## src/rtl/core/srrw_pkg.sv

```systemverilog
// Shared types and constants of the selective-repeat receive window.
// No dependencies; used by srrw_ctrl, srrw_dp and the top level.
package srrw_pkg;

	localparam int SEQ_W   = 16;
	localparam int BYTES_W = 11;
	localparam int NEXT_W  = 17;
	localparam int LEN_W   = 27;
	localparam int WIN_W   = 6;
	localparam int BUFN_W  = 16;
	localparam int CFG_W   = 16;
	localparam int CFG_IDX_W = 1;

	localparam logic [CFG_IDX_W-1:0] REG_WIN_SPAN      = 1'b0;
	localparam logic [CFG_IDX_W-1:0] REG_BUFFER_FRAMES = 1'b1;

	localparam logic [WIN_W-1:0]  WINDOW_RESET = 6'd8;
	localparam logic [BUFN_W-1:0] BUFFER_RESET = 16'd64;
	localparam logic [LEN_W-1:0]  LEN_MAX      = {LEN_W{1'b1}};

	typedef struct packed {
		logic [SEQ_W-1:0]   seq_num;
		logic               checksum_ok;
		logic               end_of_transfer;
		logic [BYTES_W-1:0] payload_bytes;
	} frame_word_t;

	typedef struct packed {
		logic [SEQ_W-1:0]  ack_seq;
		logic              ack_good;
		logic              store_payload;
		logic              in_order;
		logic [NEXT_W-1:0] next_expected;
		logic              buffer_done;
		logic              transfer_done;
		logic [LEN_W-1:0]  final_bytes;
	} ack_word_t;

	typedef enum logic [1:0] {
		S_IDLE,
		S_EVAL,
		S_SCAN,
		S_RESP
	} state_t;

	typedef struct packed {
		logic load;
		logic eval;
		logic scan;
		logic mul;
		logic resp;
	} cmd_t;

	typedef struct packed {
		logic scan_more;
	} status_t;

endpackage

```

## src/rtl/core/srrw_ctrl.sv

```systemverilog
// Controller of the receive window: sequences load, evaluate, scan and respond.
// Depends on srrw_pkg.
module srrw_ctrl (
	input  logic                clk,
	input  logic                arst_n,
	input  logic                frame_valid,
	output logic                frame_stall,
	input  logic                ack_stall,
	output logic                ack_valid,
	input  srrw_pkg::status_t   status,
	output srrw_pkg::cmd_t      cmd
);

	srrw_pkg::state_t state_q, state_nx;
	logic             ack_valid_q;
	logic             resp_ok;

	assign resp_ok     = !ack_valid_q || !ack_stall;
	assign frame_stall = (state_q != srrw_pkg::S_IDLE);
	assign ack_valid   = ack_valid_q;

	always_comb begin
		state_nx = state_q;
		unique case (state_q)
			srrw_pkg::S_IDLE: begin
				if (frame_valid) state_nx = srrw_pkg::S_EVAL;
			end
			srrw_pkg::S_EVAL: state_nx = srrw_pkg::S_SCAN;
			srrw_pkg::S_SCAN: begin
				if (!status.scan_more) state_nx = srrw_pkg::S_RESP;
			end
			srrw_pkg::S_RESP: begin
				if (resp_ok) state_nx = srrw_pkg::S_IDLE;
			end
		endcase
	end

	always_comb begin
		cmd = '0;
		unique case (state_q)
			srrw_pkg::S_IDLE: cmd.load = frame_valid;
			srrw_pkg::S_EVAL: cmd.eval = 1'b1;
			srrw_pkg::S_SCAN: begin
				cmd.scan = status.scan_more;
				cmd.mul  = !status.scan_more;
			end
			srrw_pkg::S_RESP: cmd.resp = resp_ok;
		endcase
	end

	always_ff @(posedge clk or negedge arst_n) begin
		if (!arst_n) begin
			state_q     <= srrw_pkg::S_IDLE;
			ack_valid_q <= 1'b0;
		end else begin
			state_q <= state_nx;
			if (cmd.resp) ack_valid_q <= 1'b1;
			else if (!ack_stall) ack_valid_q <= 1'b0;
		end
	end

	// a new ack word appears only out of the respond step
	a_ack_from_resp: assert property (@(posedge clk) disable iff (!arst_n)
		$rose(ack_valid) |-> $past(state_q == srrw_pkg::S_RESP))
		else $error("ack_valid rose outside the respond step");

	// a held ack blocks the next response
	a_resp_waits: assert property (@(posedge clk) disable iff (!arst_n)
		(state_q == srrw_pkg::S_RESP && ack_valid && ack_stall) |=>
		(state_q == srrw_pkg::S_RESP))
		else $error("response overwrote a stalled ack word");

endmodule

```

## src/rtl/core/srrw_dp.sv

```systemverilog
// Datapath of the receive window: window state, received map, length multiplier.
// Depends on srrw_pkg; driven by commands from srrw_ctrl.
module srrw_dp #(
	parameter int MAX_WINDOW    = 32,
	parameter int FRAME_PAYLOAD = 1024,
	parameter int SEQ_WIDTH     = 16
) (
	input  logic                                 clk,
	input  logic                                 arst_n,
	input  srrw_pkg::frame_word_t                frame,
	input  logic                                 cfg_we,
	input  logic [srrw_pkg::CFG_IDX_W-1:0]       cfg_index,
	input  logic [srrw_pkg::CFG_W-1:0]           cfg_data,
	input  srrw_pkg::cmd_t                       cmd,
	output srrw_pkg::status_t                    status,
	output srrw_pkg::ack_word_t                  ack
);

	localparam int MAPW     = (MAX_WINDOW < 32) ? MAX_WINDOW : 32;
	localparam int IDXW     = (MAPW > 1) ? $clog2(MAPW) : 1;
	localparam int SEQ_KEEP = (SEQ_WIDTH < srrw_pkg::SEQ_W) ? SEQ_WIDTH : srrw_pkg::SEQ_W;
	localparam logic [srrw_pkg::SEQ_W-1:0] SEQ_MASK =
		srrw_pkg::SEQ_W'((64'd1 << SEQ_KEEP) - 64'd1);
	localparam int FPW  = $clog2(FRAME_PAYLOAD + 1);
	localparam int PW   = srrw_pkg::SEQ_W + FPW;
	localparam int SUMW = (PW + 1 > srrw_pkg::LEN_W + 1) ? PW + 1 : srrw_pkg::LEN_W + 1;
	localparam logic [FPW-1:0] FP = FPW'(FRAME_PAYLOAD);

	// clamp to 1..MAPW
	function automatic logic [srrw_pkg::WIN_W-1:0] eff_window(
		input logic [srrw_pkg::WIN_W-1:0] w
	);
		logic [srrw_pkg::WIN_W-1:0] r;
		r = w;
		if (r == '0) r = srrw_pkg::WIN_W'(1);
		if (r > srrw_pkg::WIN_W'(MAPW)) r = srrw_pkg::WIN_W'(MAPW);
		return r;
	endfunction

	function automatic logic [MAPW-1:0] win_mask(input logic [srrw_pkg::WIN_W-1:0] w);
		logic [MAPW-1:0] m;
		for (int i = 0; i < MAPW; i++) m[i] = (i < int'(w));
		return m;
	endfunction

	// control state
	logic [srrw_pkg::WIN_W-1:0]  win_q;
	logic [srrw_pkg::BUFN_W-1:0] bufn_q;
	logic [srrw_pkg::NEXT_W-1:0] next_q;
	logic [MAPW-1:0]             map_q;
	logic [srrw_pkg::NEXT_W-1:0] fib_q;
	logic                        last_q;
	logic                        fin_q;

	// per-word payload
	srrw_pkg::frame_word_t        item_q;
	logic                         store_q;
	logic                         inord_q;
	logic                         done_q;
	logic [srrw_pkg::BYTES_W-1:0] eot_bytes_q;
	logic [PW-1:0]                prod_s1;
	srrw_pkg::ack_word_t          ack_q;

	logic [srrw_pkg::WIN_W-1:0]  w_eff;
	logic [srrw_pkg::NEXT_W-1:0] seq17;
	logic                        in_win;
	logic                        hit;
	logic                        hit_next;
	logic                        hit_ahead;
	logic [srrw_pkg::NEXT_W-1:0] ahead;
	logic [IDXW-1:0]             idx;
	logic                        mark_new;
	logic                        eot_hit;
	logic [srrw_pkg::SEQ_W-1:0]  mul_op;
	logic [srrw_pkg::BYTES_W-1:0] add_b;
	logic [SUMW-1:0]             len_sum;
	logic [srrw_pkg::LEN_W-1:0]  len_sat;
	logic                        buf_end;
	logic [MAPW-1:0]             cfg_mask;
	logic                        untouched;

	always_comb begin
		w_eff     = eff_window(win_q);
		seq17     = {1'b0, item_q.seq_num};
		in_win    = {1'b0, seq17} < ({1'b0, next_q} + 18'(w_eff));
		hit       = !fin_q && in_win && item_q.checksum_ok;
		hit_next  = hit && (seq17 == next_q);
		hit_ahead = hit && (seq17 > next_q);
		ahead     = seq17 - next_q;
		idx       = ahead[IDXW-1:0];
		mark_new  = hit_ahead && !map_q[idx];
		eot_hit   = hit && item_q.end_of_transfer;
		// with the end mark, fib = seq + 1 so fib - 1 fits the sequence width
		mul_op    = last_q ? srrw_pkg::SEQ_W'(fib_q - 1'b1) : fib_q[srrw_pkg::SEQ_W-1:0];
		add_b     = last_q ? eot_bytes_q : '0;
		len_sum   = SUMW'(prod_s1) + SUMW'(add_b);
		len_sat   = (len_sum > SUMW'(srrw_pkg::LEN_MAX)) ? srrw_pkg::LEN_MAX :
			len_sum[srrw_pkg::LEN_W-1:0];
		buf_end   = !fin_q && (next_q >= fib_q);
		cfg_mask  = win_mask(eff_window(cfg_data[srrw_pkg::WIN_W-1:0]));
		untouched = (next_q == '0) && (map_q == '0) && !last_q && !fin_q;
	end

	assign status.scan_more = inord_q && map_q[0];
	assign ack = ack_q;

	always_ff @(posedge clk or negedge arst_n) begin
		if (!arst_n) begin
			win_q  <= srrw_pkg::WINDOW_RESET;
			bufn_q <= srrw_pkg::BUFFER_RESET;
			next_q <= '0;
			map_q  <= '0;
			fib_q  <= srrw_pkg::NEXT_W'(srrw_pkg::BUFFER_RESET);
			last_q <= 1'b0;
			fin_q  <= 1'b0;
		end else if (cfg_we) begin
			unique case (cfg_index)
				srrw_pkg::REG_WIN_SPAN: begin
					win_q <= cfg_data[srrw_pkg::WIN_W-1:0];
					map_q <= map_q & cfg_mask;
				end
				srrw_pkg::REG_BUFFER_FRAMES: begin
					bufn_q <= cfg_data[srrw_pkg::BUFN_W-1:0];
					if (untouched) fib_q <= srrw_pkg::NEXT_W'(cfg_data);
				end
			endcase
		end else begin
			if (cmd.eval) begin
				if (hit_next) begin
					map_q  <= map_q >> 1;
					next_q <= next_q + 1'b1;
				end else if (mark_new) begin
					map_q[idx] <= 1'b1;
				end
				if (eot_hit) begin
					fib_q  <= seq17 + 1'b1;
					last_q <= 1'b1;
				end
			end
			if (cmd.scan) begin
				map_q  <= map_q >> 1;
				next_q <= next_q + 1'b1;
			end
			if (cmd.resp && done_q) begin
				if (last_q) begin
					fin_q <= 1'b1;
				end else begin
					next_q <= '0;
					map_q  <= '0;
					fib_q  <= srrw_pkg::NEXT_W'(bufn_q);
				end
			end
		end
	end

	always_ff @(posedge clk) begin
		if (cmd.load) begin
			item_q.seq_num         <= frame.seq_num & SEQ_MASK;
			item_q.checksum_ok     <= frame.checksum_ok;
			item_q.end_of_transfer <= frame.end_of_transfer;
			item_q.payload_bytes   <= frame.payload_bytes;
		end
		if (cmd.eval) begin
			store_q <= hit_next || mark_new;
			inord_q <= hit_next;
			if (eot_hit) eot_bytes_q <= item_q.payload_bytes;
		end
		if (cmd.mul) begin
			done_q  <= buf_end;
			prod_s1 <= PW'(mul_op) * PW'(FP);
		end
		if (cmd.resp) begin
			ack_q.ack_seq       <= item_q.seq_num;
			ack_q.ack_good      <= item_q.checksum_ok;
			ack_q.store_payload <= store_q;
			ack_q.in_order      <= inord_q;
			ack_q.next_expected <= (done_q && !last_q) ? '0 : next_q;
			ack_q.buffer_done   <= done_q;
			ack_q.transfer_done <= fin_q || (done_q && last_q);
			ack_q.final_bytes   <= done_q ? len_sat : '0;
		end
	end

	a_map_in_window: assert property (@(posedge clk) disable iff (!arst_n)
		(map_q & ~win_mask(eff_window(win_q))) == '0)
		else $error("received mark outside the window");

	a_fin_sticky: assert property (@(posedge clk) disable iff (!arst_n)
		fin_q |=> fin_q)
		else $error("transfer end cleared");

	a_fin_needs_last: assert property (@(posedge clk) disable iff (!arst_n)
		fin_q |-> last_q)
		else $error("transfer ended without an end mark");

endmodule

```

## src/rtl/core/selective_repeat_receive_window.sv

```systemverilog
// Top level of the selective-repeat receive window.
// Depends on srrw_pkg, srrw_ctrl and srrw_dp.
//
// Usage:
//  - frame channel (frame_valid/frame_stall/frame): one received frame header per word.
//  - ack channel (ack_valid/ack_stall/ack): one ack word per frame word, in order,
//    with store/in-order flags, next expected number and buffer/transfer status.
//  - cfg_we/cfg_index/cfg_data: write the window span (index 0) or buffer_frames
//    (index 1); write only while no frame is in flight.
//  - ack_valid rises out of the respond step, after the evaluate step and a scan that
//    slides over each already-received frame (up to the window span - 1); a new frame
//    is taken only once the previous one has left its respond step.
//  - The buffer byte length comes from one multiplier, registered before the add.
//  - frame_stall is high while a frame is being processed; the next frame is
//    taken as soon as the previous ack sits in the output register.
//  - If ack_stall holds the output word, the block finishes the next frame up to
//    its response step and waits there.
//  - Reset: window 8, 64 frames per buffer, empty window at frame 0, no ack pending.
//  - After the end-of-transfer buffer completes, every frame is still acked but
//    nothing is stored and transfer_done stays set until reset.
module selective_repeat_receive_window #(
	parameter int MAX_WINDOW    = 32,
	parameter int FRAME_PAYLOAD = 1024,
	parameter int SEQ_WIDTH     = 16
) (
	input  logic                            clk,
	input  logic                            arst_n,
	input  logic                            frame_valid,
	output logic                            frame_stall,
	input  srrw_pkg::frame_word_t           frame,
	output logic                            ack_valid,
	input  logic                            ack_stall,
	output srrw_pkg::ack_word_t             ack,
	input  logic                            cfg_we,
	input  logic [srrw_pkg::CFG_IDX_W-1:0]  cfg_index,
	input  logic [srrw_pkg::CFG_W-1:0]      cfg_data
);

	srrw_pkg::cmd_t    cmd;
	srrw_pkg::status_t status;

	// sequencer: one frame at a time
	srrw_ctrl u_ctrl (
		.clk         (clk),
		.arst_n      (arst_n),
		.frame_valid (frame_valid),
		.frame_stall (frame_stall),
		.ack_stall   (ack_stall),
		.ack_valid   (ack_valid),
		.status      (status),
		.cmd         (cmd)
	);

	// window state, received map, length math and ack register
	srrw_dp #(
		.MAX_WINDOW    (MAX_WINDOW),
		.FRAME_PAYLOAD (FRAME_PAYLOAD),
		.SEQ_WIDTH     (SEQ_WIDTH)
	) u_dp (
		.clk       (clk),
		.arst_n    (arst_n),
		.frame     (frame),
		.cfg_we    (cfg_we),
		.cfg_index (cfg_index),
		.cfg_data  (cfg_data),
		.cmd       (cmd),
		.status    (status),
		.ack       (ack)
	);

endmodule

```

## config.mk

```make
export PLATFORM = sky130hd
export DESIGN_NAME = selective_repeat_receive_window
export DESIGN_NICKNAME = d
export VERILOG_FILES = /design/src/rtl/core/srrw_pkg.sv /design/src/rtl/core/srrw_ctrl.sv /design/src/rtl/core/srrw_dp.sv /design/src/rtl/core/selective_repeat_receive_window.sv
export SDC_FILE = /design/constraint.sdc
export NUM_CORES = 1
export LEC_CHECK = 0
export BUFFER_PORTS_ARGS = -buffer_cell sky130_fd_sc_hd__buf_2
export CORE_MARGIN = 5
export CORE_UTILIZATION = 58
export DETAILED_ROUTE_END_ITERATION = 6
export GPL_TIMING_DRIVEN = 0
export PLACE_DENSITY = 0.78
export SETUP_SLACK_MARGIN = 0.5
export SKIP_CTS_REPAIR_TIMING = 1
export SYNTH_ARGS = -nofsm -noshare
export SYNTH_HDL_FRONTEND = slang
export SYNTH_SLANG_ARGS = --single-unit
```

## constraint.sdc

```tcl
create_clock -name clk -period 5 [get_ports clk]
set_input_delay 1 -clock clk [delete_from_list [all_inputs] [get_ports clk]]
set_output_delay 1 -clock clk [all_outputs]
set_load 0.02 [all_outputs]
```

After elaboration in Yosys (flattened, before gate mapping)
Index checks and enable logic that the tools add are counted.
- divide/modulo/power cells: 0
- mux-type cells: 41
- multiply operators: 0
- order comparisons: 40
- bitwise operators: 4
- equality and inequality tests: 11
- reductions and logical operators: 37
- shift-type cells: 0
- add/subtract/negate cells: 6
- operators with widths (cell ; count):
    32-bit two-way mux ; 8
    17-bit two-way mux ; 12
    5-bit by 6-bit < comparator with 1-bit output, first input constant ; 16
    4-bit by 6-bit < comparator with 1-bit output, first input constant ; 8
    32-bit bitwise AND ; 1
    32-bit zero test ; 1
    32-bit bitwise OR ; 1
    28-bit by 27-bit greater-than comparator with 1-bit output, second input constant ; 1
    26-bit by 11-bit adder with 27-bit output ; 1
    27-bit two-way mux ; 1
    3-bit by 6-bit < comparator with 1-bit output, first input constant ; 4
    6-bit two-way mux ; 4
    17-bit by 6-bit adder with 18-bit output ; 1
    16-bit by 18-bit < comparator with 1-bit output ; 1
    16-bit by 1-bit adder with 17-bit output, second input constant ; 1
    17-bit by 1-bit adder with 17-bit output, second input constant ; 1
    16-bit by 17-bit == test with 1-bit output ; 1
    17-bit >= comparator ; 1
    16-bit by 17-bit greater-than comparator with 1-bit output ; 1
    17-bit zero test ; 1
    16-bit two-way mux ; 1
    16-bit by 1-bit subtractor with 16-bit output, second input constant ; 1
    1-bit logical AND ; 15
    6-bit greater-than comparator, second input constant ; 2
    23 further kinds ; 54
- RAM bits: 0
- bits in registers: 217
- latch bits: 0
- input port bits: 51
- output and inout bits: 67
- word-level logic and storage cells: 165
- memories kept: 0
- memory bits (read-only): 0

Logic depth before layout (Yosys ltp)
- word-level depth: 17
- mapped depth: 23
- depth with buffers taken out: 22

By module
From an unflattened synthesis, not the netlist that was laid out.
- cells, all modules: 1125
- area total of the unflattened synthesis: 12291.8 um^2
- modules (own cells, without submodules) (module ; sequential area each (um^2) ; area an instance (um^2) ; cells an instance ; times used):
    srrw_dp ; 5979.5 ; 12044.1 ; 1103 ; 1
    srrw_ctrl ; 75.1 ; 247.7 ; 22 ; 1

Least setup slack after synthesis
No wires, ideal clock.
- path type: register -> register
- from: register u_dp.win_q[1] (netlist bit)
- to: register u_dp.next_q[14] (netlist bit)
- slack: 0.387 ns
- arrival time: 4.476 ns
- period minus slack after synthesis: 4.613 ns
- buffers on the path: 1
- library setup time: 0.137 ns
- cell stages (with the launch flop): 24
- data required time: 4.863 ns
- cell sequence: dfrtp_1 nor4_1 nor2_1 nor2_1 ha_1 inv_1 fa_1 nor2b_1 o2111ai_1 nand2_1 nor2_1 nor4_1 nand3_1 xnor2_1 ha_1 a21o_1 a211oi_1 a21oi_1 and4bb_2 o311ai_2 buf_6 a2111oi_2 xnor2_1 nor2_1
- word-level cells in the longest chain between the ends: 14
- RTL lines (item ; line ; text):
    start: declaration ; srrw_dp.sv:47 ; logic [srrw_pkg::WIN_W-1:0] win_q;
    start signal: assignment ; srrw_dp.sv:109 ; win_q <= srrw_pkg::WINDOW_RESET;
    start signal: assignment ; srrw_dp.sv:119 ; win_q <= cfg_data[srrw_pkg::WIN_W-1:0];
    6-bit zero test ; srrw_dp.sv:35 ; if (r == '0) r = srrw_pkg::WIN_W'(1);
    6-bit two-way mux * ; srrw_dp.sv:35 ;
    6-bit greater-than comparator ; srrw_dp.sv:36 ; if (r > srrw_pkg::WIN_W'(MAPW)) r = srrw_pkg::WIN_W'(MAPW);
    6-bit two-way mux * ; srrw_dp.sv:36 ;
    17-bit by 6-bit adder with 18-bit output * ; srrw_dp.sv:85 ; in_win = {1'b0, seq17} < ({1'b0, next_q} + 18'(w_eff));
    16-bit by 18-bit < comparator with 1-bit output * ; srrw_dp.sv:85 ;
    1-bit logical AND * (2 in a row) ; srrw_dp.sv:86 ; hit = !fin_q && in_win && item_q.checksum_ok;
    1-bit logical AND * ; srrw_dp.sv:87 ; hit_next = hit && (seq17 == next_q);
    17-bit two-way mux * ; srrw_dp.sv:129 ; if (hit_next) begin
    17-bit two-way mux * ; srrw_dp.sv:128 ; if (cmd.eval) begin
    17-bit two-way mux * ; srrw_dp.sv:140 ; if (cmd.scan) begin
    17-bit two-way mux ; srrw_dp.sv:145 ; if (last_q) begin
    17-bit two-way mux * ; srrw_dp.sv:144 ; if (cmd.resp && done_q) begin
    end signal: assignment ; srrw_dp.sv:131 ; next_q <= next_q + 1'b1;
    end signal: assignment ; srrw_dp.sv:142 ; next_q <= next_q + 1'b1;
    end: declaration ; srrw_dp.sv:49 ; logic [srrw_pkg::NEXT_W-1:0] next_q;
Every way passes the cells marked *; elsewhere a longest branch is shown, timed or not.
A chain may end at the register's enable or synchronous reset.

Final worst setup path
- from: register u_dp.win_q[4] (netlist bit)
- to: register u_dp.map_q[22]
- word-level cells in the longest chain between the ends: 17
- elaborated cells on any way between the ends: 18
- classes of those cells: add/sub: 1; order compare: 2; mux: 9; reduce/logical: 6
- RTL lines (item ; line ; text):
    6-bit zero test ; srrw_dp.sv:35 ;
    6-bit two-way mux * ; srrw_dp.sv:35 ;
    6-bit greater-than comparator ; srrw_dp.sv:36 ;
    6-bit two-way mux * ; srrw_dp.sv:36 ;
    17-bit by 6-bit adder with 18-bit output * ; srrw_dp.sv:85 ;
    16-bit by 18-bit < comparator with 1-bit output * ; srrw_dp.sv:85 ;
    1-bit logical AND * (2 in a row) ; srrw_dp.sv:86 ;
    1-bit logical AND ; srrw_dp.sv:88 ; hit_ahead = hit && (seq17 > next_q);
    1-bit logical AND ; srrw_dp.sv:91 ; mark_new = hit_ahead && !map_q[idx];
    32-bit two-way mux ; srrw_dp.sv:132 ; end else if (mark_new) begin
    32-bit two-way mux * ; srrw_dp.sv:129 ;
    32-bit two-way mux * ; srrw_dp.sv:128 ;
    32-bit two-way mux * ; srrw_dp.sv:140 ;
    32-bit two-way mux ; srrw_dp.sv:145 ;
    32-bit two-way mux * ; srrw_dp.sv:144 ;
    32-bit two-way mux * ; srrw_dp.sv:116 ; end else if (cfg_we) begin
    end signal: assignment ; srrw_dp.sv:120 ; map_q <= map_q & cfg_mask;
    end signal: assignment ; srrw_dp.sv:130 ; map_q <= map_q >> 1;
    end signal: assignment ; srrw_dp.sv:141 ; map_q <= map_q >> 1;
    end: declaration ; srrw_dp.sv:50 ; logic [MAPW-1:0] map_q;
Marked as above.

==> results.md <==
* Worst path max stage delay at 430 ps
* CP Class: flip-flop to flip-flop
* Global-route wire length before repair at roughly 60000 um
* Initial DRC Count at 1300
* Maximum clock path buffer count at 3
* Post-DP HPWL at approximately 28000 um
* Layout cell share with drive strength beyond 1 at 23.4%
* PortBufs at 116
* Via density per instance at 6.65
* CORE AREA at 21600 um2
* Cells after Synth at 1189
* Crit path required time at between 5000 and 6000 ps
* Crit Path Max Fanout at 8
* Die Y-Extent at 157 um
* Simple-gate share of the synthesized area at 17.0%
* First-pass detailed-route iteration total at 5
* Status: complete, no violations
* CTS H-tree depth at 1
* Num ports at 118
* Diodes inserted at 0
* Root Driver: clkbuf_16
* Placed Instances at around 1600
* Post-synth EDFFs at 124
* VDD IR-drop max at between 200 and 300 uV
* Max Slew Vio Count at 0
* Layout Cells excl Fill at approximately 1700
* Die X at roughly 160 um
* Nets at approximately 1500
* Flop-to-flop setup slack at 10 ps
* Antenna-violating nets left at 0
* Overflow after GRT at 0
* TritonCTS clock tree: done
* DR WL met2 at between 15000 and 20000 um
* Crit. End Element: flip-flop
* Die Area at 24800 um2
* RSZ-0062 raised after global routing: true
* Clock edge transition at the registers on the reported setup and hold paths at 70 ps
* Power density over cell area at around 560 nW/um2
* DR WL met3 at 4080 um
* Worst Tran Pin Value at 1280 ps
* WL final at 40400 um
* Synthesis-stage register bit count at 217
* Crit path DAT at 5430 ps
* Netlist cell types at 82
* Lkg Pwr at between 5 and 6 nW
* CP Cell Sequence: nor4_2 -> nor2_1 -> nor2_1 -> ha_2 -> inv_2 -> fa_2 -> nor2b_4 -> o2111ai_4 -> nand2_2 -> nor2_4 -> nor4_4 -> nand3_1 -> xnor2_1 -> ha_1 -> a21o_1 -> a211oi_2 -> a21oi_2 -> and4bb_4 -> nor3_4 -> nand2b_4 -> buf_6 -> o31a_1 -> a211oi_2
* Minimum clock period at 4990 ps
* Critical Path Start Type: flip-flop
* Max layer used: met4
* Final total power at 8.58 mW
* Mapped Area at approximately 13000 um2
* Xor/xnor share of the synthesized area at 4.80%
* Hold crit path type: input port to async pin
* Setup violators final at 0
* Compound-Gate Fraction of Synth Area at 14.5%
* Wl on met1 at 14800 um
* Setup total negative slack at 0 ps
* Vias at 11100
* Fmax at 200 MHz
* Tcrit/Tclk final at ~100%
* Number of global-route vias before repair at 10800
* Net count after synthesis at 1307
* Max Cap Violations at 0
* Post-Synth Adder-Cell Area at 6.77%
* Routability Congestion at 1.03
* DRC at 0
* Clock skew at 13.0 ps
* Largest net degree at the start of global routing at 67
* FF-to-FF Start: u_dp.win_q[4]$_DFFE_PN0P_
* Post-synth ARST share at 42.9%
* Critical path origin: u_dp.win_q[4]$_DFFE_PN0P_
* Num rows at 54
* Initial antenna violation count at 0
* Global Route Usage Sum at between 30% and 40%
* Top FF cell, synth: edfxtp_1
* Area Overhead vs Synth at 21.3%
* Post-Synthesis Mean Instance Area at 10.6 um2
* Routed WL per cell at around 24 um
* Main combinational cell family by area after synthesis: simple AND/OR/NAND/NOR gates
* Mux contribution to synthesized area at 5.32%
* Clock sinks at 217
* Starting density of the core at between 50 and 60%
* Worst relative slew slack at about 14%
* Yosys warnings at 0
* CTS buffer count at 23
* Clk_lat worst skew at 530 ps
* Slowest cell on the critical path: and4bb_4
* Final Hold Vio Count at 0
* Seq/Total Area, Yosys at between 40% and 50%
## stage by stage
step	worst slack (ps)	utilization (%)	area (um2)	hold slack, ps
floorplan	508	-	12600	400
global placement	-595	62.6	13500	401
detailed placement	-622	62.9	13600	405
CTS	-695	66.5	14400	398
global route	-175	70.7	15300	423
finish	9.52	70.7	15300	398
## flip-flops by register name, summed over array words and instances (netlist names)
signal,flops
u_dp.map_q,32
u_dp.ack,65
u_dp.fib_q,17
u_dp.next_q,17
u_dp.inord_q,1
u_dp.last_q,1
u_dp.bufn_q,16
u_dp.store_q,1
u_dp.item_q,29
u_ctrl.ack_valid,1
u_ctrl.state_q,2
u_dp.prod_s1,16
u_dp.eot_bytes_q,11
u_dp.done_q,1
u_dp.win_q,6
u_dp.fin_q,1
## cell usage in the layout, fill, tap and decap left out, types with 10 or more instances in the layout
| cell type | count |
|---|---|
| o21ai_1 | 10 |
| mux2_2 | 24 |
| and2_1 | 39 |
| buf_6 | 10 |
| dfrtp_1 | 90 |
| clkbuf_1 | 47 |
| mux2i_1 | 22 |
| nor3_1 | 24 |
| o21ai_0 | 42 |
| nor2_1 | 73 |
| nand3_1 | 37 |
| edfxtp_1 | 124 |
| a21oi_1 | 44 |
| nand4_1 | 18 |
| buf_2 | 121 |
| xor2_1 | 11 |
| a211oi_1 | 10 |
| nor4_1 | 27 |
| nand2_1 | 97 |
| clkbuf_16 | 26 |
| xnor2_1 | 58 |
| inv_1 | 48 |
| buf_4 | 20 |
| and3_1 | 28 |
| ha_1 | 64 |
## worst paths after layout
kind / end / cells after the start
min in group clk: u_dp.eot_bytes_q[8]$_DFFE_PP_ / 0
setup reg to reg: u_dp.map_q[22]$_DFFE_PN0N_ / 23
hold / removal: u_dp.map_q[17]$_DFFE_PN0N_ / 1
hold reg to reg: u_dp.eot_bytes_q[8]$_DFFE_PP_ / 0
setup / recovery: u_dp.map_q[22]$_DFFE_PN0N_ / 23
max in group asynchronous: u_dp.win_q[3]$_DFFE_PN1P_ / 2
## worst max-delay path: cells and delay by family (launching register included)
kind / cells / cell delay (ps)
fa+ha+maj: 3 / 910
buf+inv: 2 / 220
flops: 1 / 420
compound gates: 6 / 1250
xor+xnor: 1 / 140
simple gates: 11 / 1940
## area by class of cell
class / count / area [um2]
multi-input cells: 861 / 6610
plain buffers: 60 / 328
flip-flops and latches: 217 / 6050
inverters: 51 / 195
well taps: 280 / 350
clock buffers: 31 / 656
fillers: 1606 / 6340
clock inverters: 11 / 110
repair buffers: 150 / 973
## cells by family after synthesis
kind of cell | after synthesis
buf+inv | 111
simple gates | 417
mux | 54
flops | 217
fa+ha+maj | 67
xor+xnor | 69
compound gates | 254
## Yosys cell counts (3+ instances only)
| master | instances | share of area [%] |
|---|---|---|
| inv_1 | 51 | 1.5 |
| o311ai_0 | 8 | 0.56 |
| nor4_1 | 32 | 1.6 |
| nor2_1 | 81 | 2.4 |
| buf_2 | 11 | 0.44 |
| a22oi_1 | 4 | 0.24 |
| and3_1 | 28 | 1.4 |
| o211ai_1 | 8 | 0.48 |
| or4_1 | 3 | 0.18 |
| clkbuf_1 | 44 | 1.3 |
| o311a_1 | 4 | 0.32 |
| o221ai_1 | 12 | 0.83 |
| a21oi_1 | 51 | 2.0 |
| xor2_1 | 11 | 0.76 |
| and4_1 | 4 | 0.28 |
| a22o_1 | 3 | 0.21 |
| nand4_1 | 18 | 0.89 |
| mux2_2 | 24 | 2.1 |
| nand3_1 | 37 | 1.5 |
| mux4_2 | 8 | 1.4 |
| a221oi_1 | 4 | 0.28 |
| o31ai_1 | 9 | 0.54 |
| mux2i_1 | 22 | 1.7 |
| nor2b_1 | 8 | 0.40 |
| o21ai_0 | 51 | 2.0 |
| a32o_1 | 4 | 0.32 |
| o32a_1 | 7 | 0.56 |
| and2_1 | 40 | 2.0 |
| nor3_1 | 27 | 1.1 |
| nand2_1 | 100 | 3.0 |
| a21o_1 | 9 | 0.54 |
| o22ai_1 | 5 | 0.25 |
| edfxtp_1 | 124 | 30 |
| a31oi_1 | 7 | 0.35 |
| nor4b_1 | 7 | 0.49 |
| nand2b_1 | 9 | 0.45 |
| a21boi_0 | 4 | 0.24 |
| a211oi_1 | 19 | 1.1 |
| or3_1 | 9 | 0.45 |
| or2_2 | 3 | 0.15 |
| o21a_1 | 10 | 0.60 |
| dfstp_2 | 3 | 0.63 |
| dfrtp_1 | 90 | 18 |
| xnor2_1 | 58 | 4.0 |
| ha_1 | 65 | 6.5 |
## where the power goes
part,switching (mW),internal [mW]
clock network,0.731,1.02
registers,0.536,2.57
logic,2.30,1.42
## metal layers
metal  up-vias  GRT usage (%)
met2       715           50.8
met5         -              0
met1      5333           39.9
met4         0           14.8
met3       180           6.05
li1       4822              -
(Power assumes the default switching activity.)
